File: src/sv/grm_pkg.sv
// ----------------------------------------------------------------------------
// grm_pkg
// Shared constants, codes and types of the grid ray marcher.
// ----------------------------------------------------------------------------
package grm_pkg;

  localparam int SCREEN_COLUMNS_DEF = 640;
  localparam int GRID_SIZE_DEF      = 32;
  localparam int MAX_STEPS_DEF      = 512;

  // Divider numerator width: column * fov and screen_height << 10 both fit.
  localparam int NUM_W = 22;

  localparam int CFG_IDX_W  = 3;
  localparam int CFG_DATA_W = 12;

  localparam logic [CFG_IDX_W-1:0] REG_FOV    = 3'd0;
  localparam logic [CFG_IDX_W-1:0] REG_STEP   = 3'd1;
  localparam logic [CFG_IDX_W-1:0] REG_MAP_W  = 3'd2;
  localparam logic [CFG_IDX_W-1:0] REG_MAP_H  = 3'd3;
  localparam logic [CFG_IDX_W-1:0] REG_SCR_H  = 3'd4;
  localparam logic [CFG_IDX_W-1:0] REG_MARK   = 3'd5;

  localparam logic [1:0] MODE_CAST  = 2'd0;
  localparam logic [1:0] MODE_SHOT  = 2'd1;
  localparam logic [1:0] MODE_WRITE = 2'd2;

  typedef struct packed {
    logic             start;
    logic [NUM_W-1:0] num;
  } div_req_t;

endpackage

File: src/sv/grm_div.sv
// ----------------------------------------------------------------------------
// grm_div
// Restoring divider, one quotient bit per cycle.
// ----------------------------------------------------------------------------
module grm_div #(
  parameter int DW = 19
) (
  input  logic                     clk_i,
  input  logic                     rst_ni,
  input  grm_pkg::div_req_t        req_i,
  input  logic [DW-1:0]            den_i,
  output logic                     done_o,
  output logic [grm_pkg::NUM_W-1:0] quot_o
);
  import grm_pkg::*;

  localparam int CNT_W = $clog2(NUM_W + 1);

  logic             busy_q, done_q;
  logic [CNT_W-1:0] cnt_q;
  logic [NUM_W-1:0] num_q, quot_q;
  logic [DW-1:0]    den_q;
  logic [DW:0]      rem_q, rem_sh, rem_d;
  logic             ge;

  assign rem_sh = {rem_q[DW-1:0], num_q[NUM_W-1]};
  assign ge     = rem_sh >= {1'b0, den_q};
  assign rem_d  = ge ? rem_sh - {1'b0, den_q} : rem_sh;

  always_ff @(posedge clk_i or negedge rst_ni) begin
    if (!rst_ni) begin
      busy_q <= 1'b0;
      done_q <= 1'b0;
      cnt_q  <= '0;
    end else begin
      done_q <= 1'b0;
      if (req_i.start) begin
        busy_q <= 1'b1;
        cnt_q  <= '0;
      end else if (busy_q) begin
        cnt_q <= cnt_q + 1'b1;
        if (cnt_q == CNT_W'(NUM_W - 1)) begin
          busy_q <= 1'b0;
          done_q <= 1'b1;
        end
      end
    end
  end

  always_ff @(posedge clk_i) begin
    if (req_i.start) begin
      num_q  <= req_i.num;
      den_q  <= den_i;
      rem_q  <= '0;
      quot_q <= '0;
    end else if (busy_q) begin
      num_q  <= {num_q[NUM_W-2:0], 1'b0};
      rem_q  <= rem_d;
      quot_q <= {quot_q[NUM_W-2:0], ge};
    end
  end

  assign done_o = done_q;
  assign quot_o = quot_q;

endmodule

File: config.mk
export PLATFORM = sky130hd
export DESIGN_NAME = grm_div
export DESIGN_NICKNAME = d
export VERILOG_FILES = /design/src/sv/grm_pkg.sv /design/src/sv/grm_div.sv
export SDC_FILE = /design/constraint.sdc
export NUM_CORES = 1
export LEC_CHECK = 0
export ABC_AREA = 1
export BUFFER_PORTS_ARGS = -buffer_cell sky130_fd_sc_hd__buf_2
export CAP_MARGIN = 20
export CORE_ASPECT_RATIO = 1.2
export CORE_MARGIN = 8
export CORE_UTILIZATION = 35
export CTS_CLUSTER_DIAMETER = 150
export DETAILED_ROUTE_END_ITERATION = 16
export PLACE_DENSITY = 0.51
export REMOVE_ABC_BUFFERS = 1
export SETUP_SLACK_MARGIN = 0.2
export SYNTH_ARGS = -nofsm -noshare
export SYNTH_HDL_FRONTEND = slang
export SYNTH_SLANG_ARGS = --single-unit
export TNS_END_PERCENT = 1
File: constraint.sdc
create_clock -name clk_i -period 4.5 [get_ports clk_i]
set_input_delay 0.45 -clock clk_i [delete_from_list [all_inputs] [get_ports clk_i]]
set_output_delay 0.45 -clock clk_i [all_outputs]
set_load 0.01 [all_outputs]
==> results.md, run 1 <==
| Parameter | Value | Unit |
| --- | --- | --- |
| Die height | 144 | µm |
| Most used flip-flop cell after synthesis | sky130_fd_sc_hd__edfxtp_1 | - |
| Register area share after synthesis | 0.464 | - |
| P per Cell Area | 551 | mW/mm² |
| Synth cell count leaders | 247 x sky130_fd_sc_hd__nand2_1, 109 x sky130_fd_sc_hd__inv_1, 41 x sky130_fd_sc_hd__dfxtp_1, 41 x sky130_fd_sc_hd__edfxtp_1, 36 x sky130_fd_sc_hd__nand3_1 | - |
| Average wire length per cell after detail routing | 13.2 | µm |
| Die ar. | 0.0177 | mm² |
| Detailed placer's ending HPWL | 8.44 | mm |
| Final Routed Wirelength | 11.5 | mm |
| Post-DR vias/cell | 4.62 | - |
| Synth async-reset ratio | 0.0787 | - |
| Fillers | 1,388 | - |
| Dominant combinational cell family by area after synthesis | simple AND/OR/NAND/NOR gates | - |
| Cell types occupying the most area after synthesis | sky130_fd_sc_hd__edfxtp_1 26%, sky130_fd_sc_hd__nand2_1 19%, sky130_fd_sc_hd__dfxtp_1 17% | - |
| All-layer global routing usage | 0.139 | - |
| Reg2Reg Depth | 13 | - |
| Starting density of the core | 0.354 | - |
| Buffer and inverter count on the worst path | 1 | - |
| Maximum ir drop on the vdd rail | 0.218 | mV |
| Element type at the critical path end | flop | - |
| Area after DPL | 0.00529 | mm² |
| CP top delay family | simple AND/OR/NAND/NOR gates | - |
| Arrival time worst endpoint | 2700 | ps |
| Post-Synth Adder-Cell Area | 0.0589 | - |
| Worst-case headroom to the max-slew limit | 0.506 | - |
| Insertion delay to the later sink of the worst-skew pair | 350 | ps |
| Boundary Pins | 67 | - |
| TritonCTS clock tree | built | - |
| Launching point of the worst reg2reg path | den_q[0]$_DFFE_PP_ | - |
| End of the worst register-to-register path | rem_q[17]$_SDFFE_PP0P_ | - |
| Worst-Margin Slew | 740 | ps |
| Largest clock skew in the final design | 7.16 | ps |
| Post-synthesis simple-gate area fraction | 0.309 | - |
| Slowest cell delay on critical path | 420 | ps |
| Required @ worst endpoint | 4800 | ps |
| Total number of vias | 4,044 | - |
| Buffer depth of the longest clock path | 2 | - |
| Count of input and output buffers | 66 | - |
| Post-layout net count | 765 | - |
| Critical path launch point | den_q[0]$_DFFE_PP_ | - |
| Inst Count DP | 858 | - |
| Core region area | 0.0136 | mm² |
| Post-CTS setup buffer count | 0 | - |
| Area added between synthesis and finish | 16.6 | % |
| Fraction of synthesized area in multiplexers | 0 | - |
| Overflow left after global routing | 0 | - |
| Remaining DRCs | 0 | - |
| Crit share post-route | 0.534 | - |
| Chain of cells forming the critical path | ha_1, fa_1, inv_1, nand2_1, a21oi_1, nand2_1, nand3_1, nand2_4, nand2_8, nand2_1, nand2_1, nand2_1, nand2_1 | - |
| Startpoint type of the worst setup path | flop | - |
| Maximum number of pins on one net before global-route repair | 46 | - |
| CTS hold repair buffers | 1 | - |
| Average instance area after synthesis | 7.59 | µm² |
| Class of the most critical hold timing path | in -> reg | - |
| Via count of the first global-routing pass | 4,022 | - |
| Cell Rows | 47 | - |
| Number of antenna violations at the first check in global routing | 0 | - |
| Clock Tree Root | sky130_fd_sc_hd__clkbuf_16 | - |
| Final core utilization | 0.413 | - |
| Setup slack on the worst flop-to-flop path | 2100 | ps |
| Cell type with the largest total area after synthesis | sky130_fd_sc_hd__edfxtp_1 | - |
| Reported leakage power | 2.92 | nW |
| Fraction of layout cells with a size suffix above 1 | 0.146 | - |
| Final RePlAce weighted congestion | 0.833 | - |
| Flops & latches, synth | 89 | - |
| Xor and xnor area share after synthesis | 0.0109 | - |
| Cell area after synthesis | 0.00480 | mm² |
| Most used cell, CP | sky130_fd_sc_hd__nand2_1 | - |
| Unrepaired setup endpoints after global routing | false | - |
| Iter 0 DRT Violations | 183 | - |
| Global-route wire length before repair | 19.3 | mm |
| Die Width | 123 | µm |
| Critical setup path kind | reg -> reg | - |
| Count of TritonRoute iterations in the first routing pass | 5 | - |
| Clock Pin Slew Worst Setup and Hold Paths | 70 | ps |
| Final min period | 2400 | ps |
| Post-layout power | 3.09 | mW |
| Depth of the CTS H-tree | 3 | - |
| Number of cells traversed by the worst hold path | 1 | - |
| Worst Hold End | den_q[8]$_DFFE_PP_ | - |
| Achievable clock frequency | 416 | MHz |
| Slowest cell on crit path | sky130_fd_sc_hd__fa_1 | - |
| CP Max Fanout | 19 | - |
| Max Cap Violations | 0 | - |
| Synthesized instance count | 633 | - |
| Final count of hold timing violations | 0 | - |
| Number of diodes | 0 | - |
| Sum of negative setup slack | 0 | ps |
| Sink Count | 89 | - |
| Antenna-violating nets left | 0 | - |
| Fraction of synthesized cell area taken by the top area cell type | 0.256 | - |
| Final standard cell count with taps included and fillers excluded | 875 | - |
| Pins Over Slew Limit | 0 | - |
| Final setup viols | 0 | - |
| CTS Buf Count | 9 | - |
| Post-synth EDFFs | 41 | - |
| Synth cell types | 32 | - |
| Most instantiated library cell after synthesis | sky130_fd_sc_hd__nand2_1 | - |
| Warnings, synthesis | 0 | - |
| Min-Delay Startpoint | den_i[8] | - |
| Status | completed | - |
| # resized after CTS | 0 | - |
| Compound-gate portion of the synthesized area | 0.0544 | - |
| Final cell area excluding filler cells | 0.00560 | mm² |
power by group:
part           total [mW]  switching, mW  leakage [nW]  internal [mW]
sequential           1.06         0.0869         0.853          0.971
combinational        1.26          0.813          1.92          0.445
clock               0.772          0.329         0.149          0.443
worst register-to-register path: stages (launching register included):
cell and delay (ps):
sky130_fd_sc_hd__edfxtp_1 390, sky130_fd_sc_hd__ha_1 220, sky130_fd_sc_hd__fa_1 420, sky130_fd_sc_hd__inv_1 110, sky130_fd_sc_hd__nand2_1 70, sky130_fd_sc_hd__a21oi_1 210
sky130_fd_sc_hd__nand2_1 100, sky130_fd_sc_hd__nand3_1 140, sky130_fd_sc_hd__nand2_4 180, sky130_fd_sc_hd__nand2_8 210, sky130_fd_sc_hd__nand2_1 120, sky130_fd_sc_hd__nand2_1 70
sky130_fd_sc_hd__nand2_1 50, sky130_fd_sc_hd__nand2_1 50
stage by stage:
step | worst slack, ps | hold slack [ps]
floorplan | 2220 | 154
global route | 1840 | 256
global placement | 2180 | 292
CTS | 2080 | 258
finish | 2100 | 271
detailed placement | 2110 | 296
state kept, by name, summed over array words and instances (netlist names):
name and count:
quot_o 22, cnt_q 5, den_q 19, busy_q 1
rem_q 19, num_q 22, done_o 1
cells in the final DEF (no fill, tap or decap), drive strengths merged:
master       instances
edfxtp              41
nand3               41
xnor2                1
dfrtp                7
or2                  1
a21oi               16
nand3b               5
nand4                6
nor3                 8
dlygate4sd3          1
ha                  21
clkbuf              14
nor2                26
o21ai               10
buf                 70
dfxtp               41
fa                   1
o22ai               21
xor2                 5
inv                111
nand2              257
cells by family (layout without fill, tap and decap cells):
family                   count (synthesis)  after routing
AND/OR/NAND/NOR                        344            344
buffers and inverters                  125            196
XOR/XNOR                                 6              6
flip-flops                              89             89
AO/OA/AOI/OAI                           47             47
adder cells (fa/ha/maj)                 22             22
area by class of cell:
type                       count  area, µm²  share of cell area
clock inverter                 2       17.5             0.00313
timing repair buffer          71        370              0.0661
clock buffer                  14        285              0.0509
sequential                    89       2230               0.397
inverter                     109        409              0.0730
multi-input combinational    419       2080               0.371
tap                          171        214              0.0382
worst max-delay path by stage:
stage / to / slack (ps) / cells past startpoint
5_1_grt: rem_q[18]$_SDFFE_PP0P_ / 1840 / 14
4_1_cts: rem_q[17]$_SDFFE_PP0P_ / 2080 / 13
2_1_floorplan: num_q[0]$_SDFFCE_PN0P_ / 2220 / 2
6_report: rem_q[17]$_SDFFE_PP0P_ / 2100 / 13
3_5_place_dp: rem_q[17]$_SDFFE_PP0P_ / 2110 / 13
3_3_place_gp: rem_q[18]$_SDFFE_PP0P_ / 2180 / 14
per-layer routing:
metal,routed length (µm),part of all wire,track usage,vias up
met1,5430,0.47,0.177,1820
li1,-,-,-,2128
met5,0,0,0,-
met2,5330,0.46,0.218,83
met4,208,0.018,0.0514,0
met3,553,0.048,0.0379,13
Note: power is estimated with default switching activity, not from simulation.
==> run 2, diff against run 1 <==
- ABC_AREA: 1 -> 0
- clock period: 4.5 -> 2.5 ns (I/O delays scaled with it)
==> run 2 against run 1 <==
Against the previous run:
- wire length down 12%
- power up 6.8%
- critical path depth down 3
- sequential power up 54%
- setup slack worse by 1800 ps
- first-iteration DRC count up 8.2%
- combinational power down 74%
- maximum frequency up 6.8%
==> results.md, run 2 <==
| Parameter | Value | Unit |
| --- | --- | --- |
| Remaining DRCs | 0 | - |
| Warnings, synthesis | 0 | - |
| Most used flip-flop cell after synthesis | sky130_fd_sc_hd__edfxtp_1 | - |
| Slowest cell on crit path | sky130_fd_sc_hd__edfxtp_1 | - |
| Met3 track utilization from global routing | 0.0419 | - |
| Final Routed Wirelength | 10.1 | mm |
| Final RePlAce weighted congestion | 0.805 | - |
| Clock Pin Slew Worst Setup and Hold Paths | 60 | ps |
| Maximum ir drop on the vdd rail | 0.355 | mV |
| Crit share post-route | 0.900 | - |
| Overflow left after global routing | 0 | - |
| GRT Max-Usage Layer | met2 | - |
| Pre-CTS WS | 0.629 | ps |
| Final cell area excluding filler cells | 0.00565 | mm² |
| Most frequent standard cell in the layout excluding fill and tap cells | sky130_fd_sc_hd__buf_2 | - |
| Depth of the CTS H-tree | 3 | - |
| Count of TritonRoute iterations in the first routing pass | 5 | - |
| Flops & latches, synth | 89 | - |
| Cell Rows | 45 | - |
| Slowest cell delay on critical path | 370 | ps |
| Max Cap Violations | 0 | - |
| Achievable clock frequency | 445 | MHz |
| Core region area | 0.0127 | mm² |
| Boundary Pins | 67 | - |
| Die ar. | 0.0170 | mm² |
| Crit path setup slack, layout | 250 | ps |
| Worst-case headroom to the max-slew limit | 0.463 | - |
| Starting density of the core | 0.359 | - |
| Final core utilization | 0.444 | - |
| CP top delay family | compound AO/OA/AOI/OAI gates | - |
| Die Width | 120 | µm |
| Status | completed | - |
| Cell area after synthesis | 0.00457 | mm² |
| Class of the most critical hold timing path | in -> reg | - |
| Post-synth EDFFs | 41 | - |
| Detailed placer's ending HPWL | 7.13 | mm |
| Cell types occupying the most area after synthesis | sky130_fd_sc_hd__edfxtp_1 27%, sky130_fd_sc_hd__dfxtp_1 18%, sky130_fd_sc_hd__mux2i_1 7.2% | - |
| Final setup viols | 0 | - |
| Count of input and output buffers | 66 | - |
| Final min period | 2250 | ps |
| GR met1 Demand/Resource | 0.140 | - |
| Insertion delay to the later sink of the worst-skew pair | 340 | ps |
| Buffer and inverter count on the worst path | 1 | - |
| Maximum number of pins on one net before global-route repair | 82 | - |
| Required @ worst endpoint | 2760 | ps |
| Startpoint type of the worst setup path | flop | - |
| Post-DR vias/cell | 4.97 | - |
| Clock Tree Root | sky130_fd_sc_hd__clkbuf_16 | - |
| Average wire length per cell after detail routing | 14.8 | µm |
| Fillers | 1,287 | - |
| Number of antenna violations at the first check in global routing | 1 | - |
| Chain of cells forming the critical path | ha_2, fa_2, nand2b_4, a21oi_4, o21ai_4, a32oi_2, buf_4, nor3b_2, or3_1, a31oi_1 | - |
| Sink Count | 89 | - |
| CP Max Fanout | 3 | - |
| Met2 track demand over resource in global routing | 0.200 | - |
| Worst-Margin Slew | 803 | ps |
| Area added between synthesis and finish | 23.5 | % |
| Buffer depth of the longest clock path | 2 | - |
| Critical setup path kind | reg -> reg | - |
| Die height | 141 | µm |
| P per Cell Area | 584 | mW/mm² |
| Synth cell types | 56 | - |
| Reported leakage power | 2.54 | nW |
| Global-route wire length before repair | 16.5 | mm |
| Via count of the first global-routing pass | 3,487 | - |
| Largest clock skew in the final design | 6.57 | ps |
| Average instance area after synthesis | 10.5 | µm² |
| Final count of hold timing violations | 0 | - |
| Pins Over Slew Limit | 0 | - |
| All-layer global routing usage | 0.121 | - |
| TritonCTS clock tree | built | - |
| CTS Buf Count | 9 | - |
| Number of diodes | 0 | - |
| Antenna-violating nets left | 0 | - |
| Area after DPL | 0.00509 | mm² |
| Most instantiated library cell after synthesis | sky130_fd_sc_hd__nor2_1 | - |
| Register area share after synthesis | 0.487 | - |
| Unrepaired setup endpoints after global routing | true | - |
| Iter 0 DRT Violations | 198 | - |
| Fraction of synthesized cell area taken by the top area cell type | 0.269 | - |
| Fraction of layout cells with a size suffix above 1 | 0.312 | - |
| Most frequent cells in the layout | 66 x sky130_fd_sc_hd__buf_2, 50 x sky130_fd_sc_hd__nor2_1, 41 x sky130_fd_sc_hd__edfxtp_1, 40 x sky130_fd_sc_hd__dfxtp_1, 35 x sky130_fd_sc_hd__nand2_1 | - |
| Total number of vias | 3,392 | - |
| Arrival time worst endpoint | 2510 | ps |
| Post-layout net count | 580 | - |
| Element type at the critical path end | flop | - |
| Synth cell count leaders | 50 x sky130_fd_sc_hd__nor2_1, 41 x sky130_fd_sc_hd__dfxtp_1, 41 x sky130_fd_sc_hd__edfxtp_1 | - |
| Synth async-reset ratio | 0.0787 | - |
| Synthesized instance count | 437 | - |
| Cell type with the largest total area after synthesis | sky130_fd_sc_hd__edfxtp_1 | - |
[run 2: changes by cell type in the layout (fill, tap and decap cells not counted), sizes merged, moves of 10 or more]
| cell | before | now |
|---|---|---|
| nand3 | 41 | 5 |
| buf | 70 | 89 |
| nand2 | 257 | 35 |
| o22ai | 21 | 0 |
| inv | 111 | 27 |
| mux2 | 0 | 22 |
| nor2 | 26 | 50 |
| o21ai | 10 | 20 |
| mux2i | 0 | 33 |
[run 2: routing by layer]
layer  part of all wire  vias to the layer above
met5            0.00079                        -
met1               0.43                     1599
met2               0.50                       59
met3              0.051                       12
li1                   -                     1720
met4              0.013                        2
[run 2: cell type report]
type / count / area [µm²] / share of cell area
sequential: 89 / 2230 / 0.395
inverter: 24 / 90.1 / 0.0160
timing repair buffer: 90 / 537 / 0.0951
clock inverter: 4 / 30.0 / 0.00532
clock buffer: 12 / 268 / 0.0474
tap: 164 / 205 / 0.0363
multi-input combinational: 300 / 2290 / 0.405
[run 2: where the power goes]
part	internal, mW	switching (mW)	leakage (nW)	total [mW]
Sequential	1.60	0.0262	0.842	1.63
Combinational	0.163	0.170	1.55	0.333
Clock	0.769	0.571	0.149	1.34
[run 2: final timing paths]
check / endpoint / cells after the start / slack (ps) / startpoint
setup / recovery: rem_q[7]$_SDFFE_PP0P_ / 10 / 250 / den_q[0]$_DFFE_PP_
hold / removal: den_q[16]$_DFFE_PP_ / 1 / 80 / den_i[16]
setup reg to reg: rem_q[7]$_SDFFE_PP0P_ / 10 / 250 / den_q[0]$_DFFE_PP_
hold reg to reg: rem_q[10]$_SDFFE_PP0P_ / 2 / 490 / rem_q[10]$_SDFFE_PP0P_
max in group asynchronous: busy_q$_DFF_PN0_ / 2 / 2050 / rst_ni
min in group asynchronous: cnt_q[2]$_DFFE_PN0P_ / 2 / 280 / rst_ni
[run 2: timing repair]
action	CTS	global route
setup buffers	9	3
endpoints found under the setup margin	20	20
cloned	0	0
pin swaps	7	13
hold endpoints to repair	7	0
gates resized for setup	11	25
hold buffers	1	0
[run 2: logic make-up after synthesis]
kind of cell | count (synthesis) | share of synthesized area
adder cells (fa/ha/maj) | 22 | 0.0619
XOR/XNOR | 16 | 0.0307
AND/OR/NAND/NOR | 124 | 0.126
multiplexers | 55 | 0.126
AO/OA/AOI/OAI | 83 | 0.122
buffers and inverters | 48 | 0.0460
flip-flops | 89 | 0.487
[run 2: through the flow]
step	cells	power, mW	TNS (ps)	hold slack (ps)
after global routing	683	3.44	0	65.7
after global placement	654	1.95	0	91.2
after floorplan	413	1.84	-22670	-45.6
after detailed placement	654	1.96	0	96.9
after CTS	680	3.33	0	64.8
final	683	3.30	0	82.9
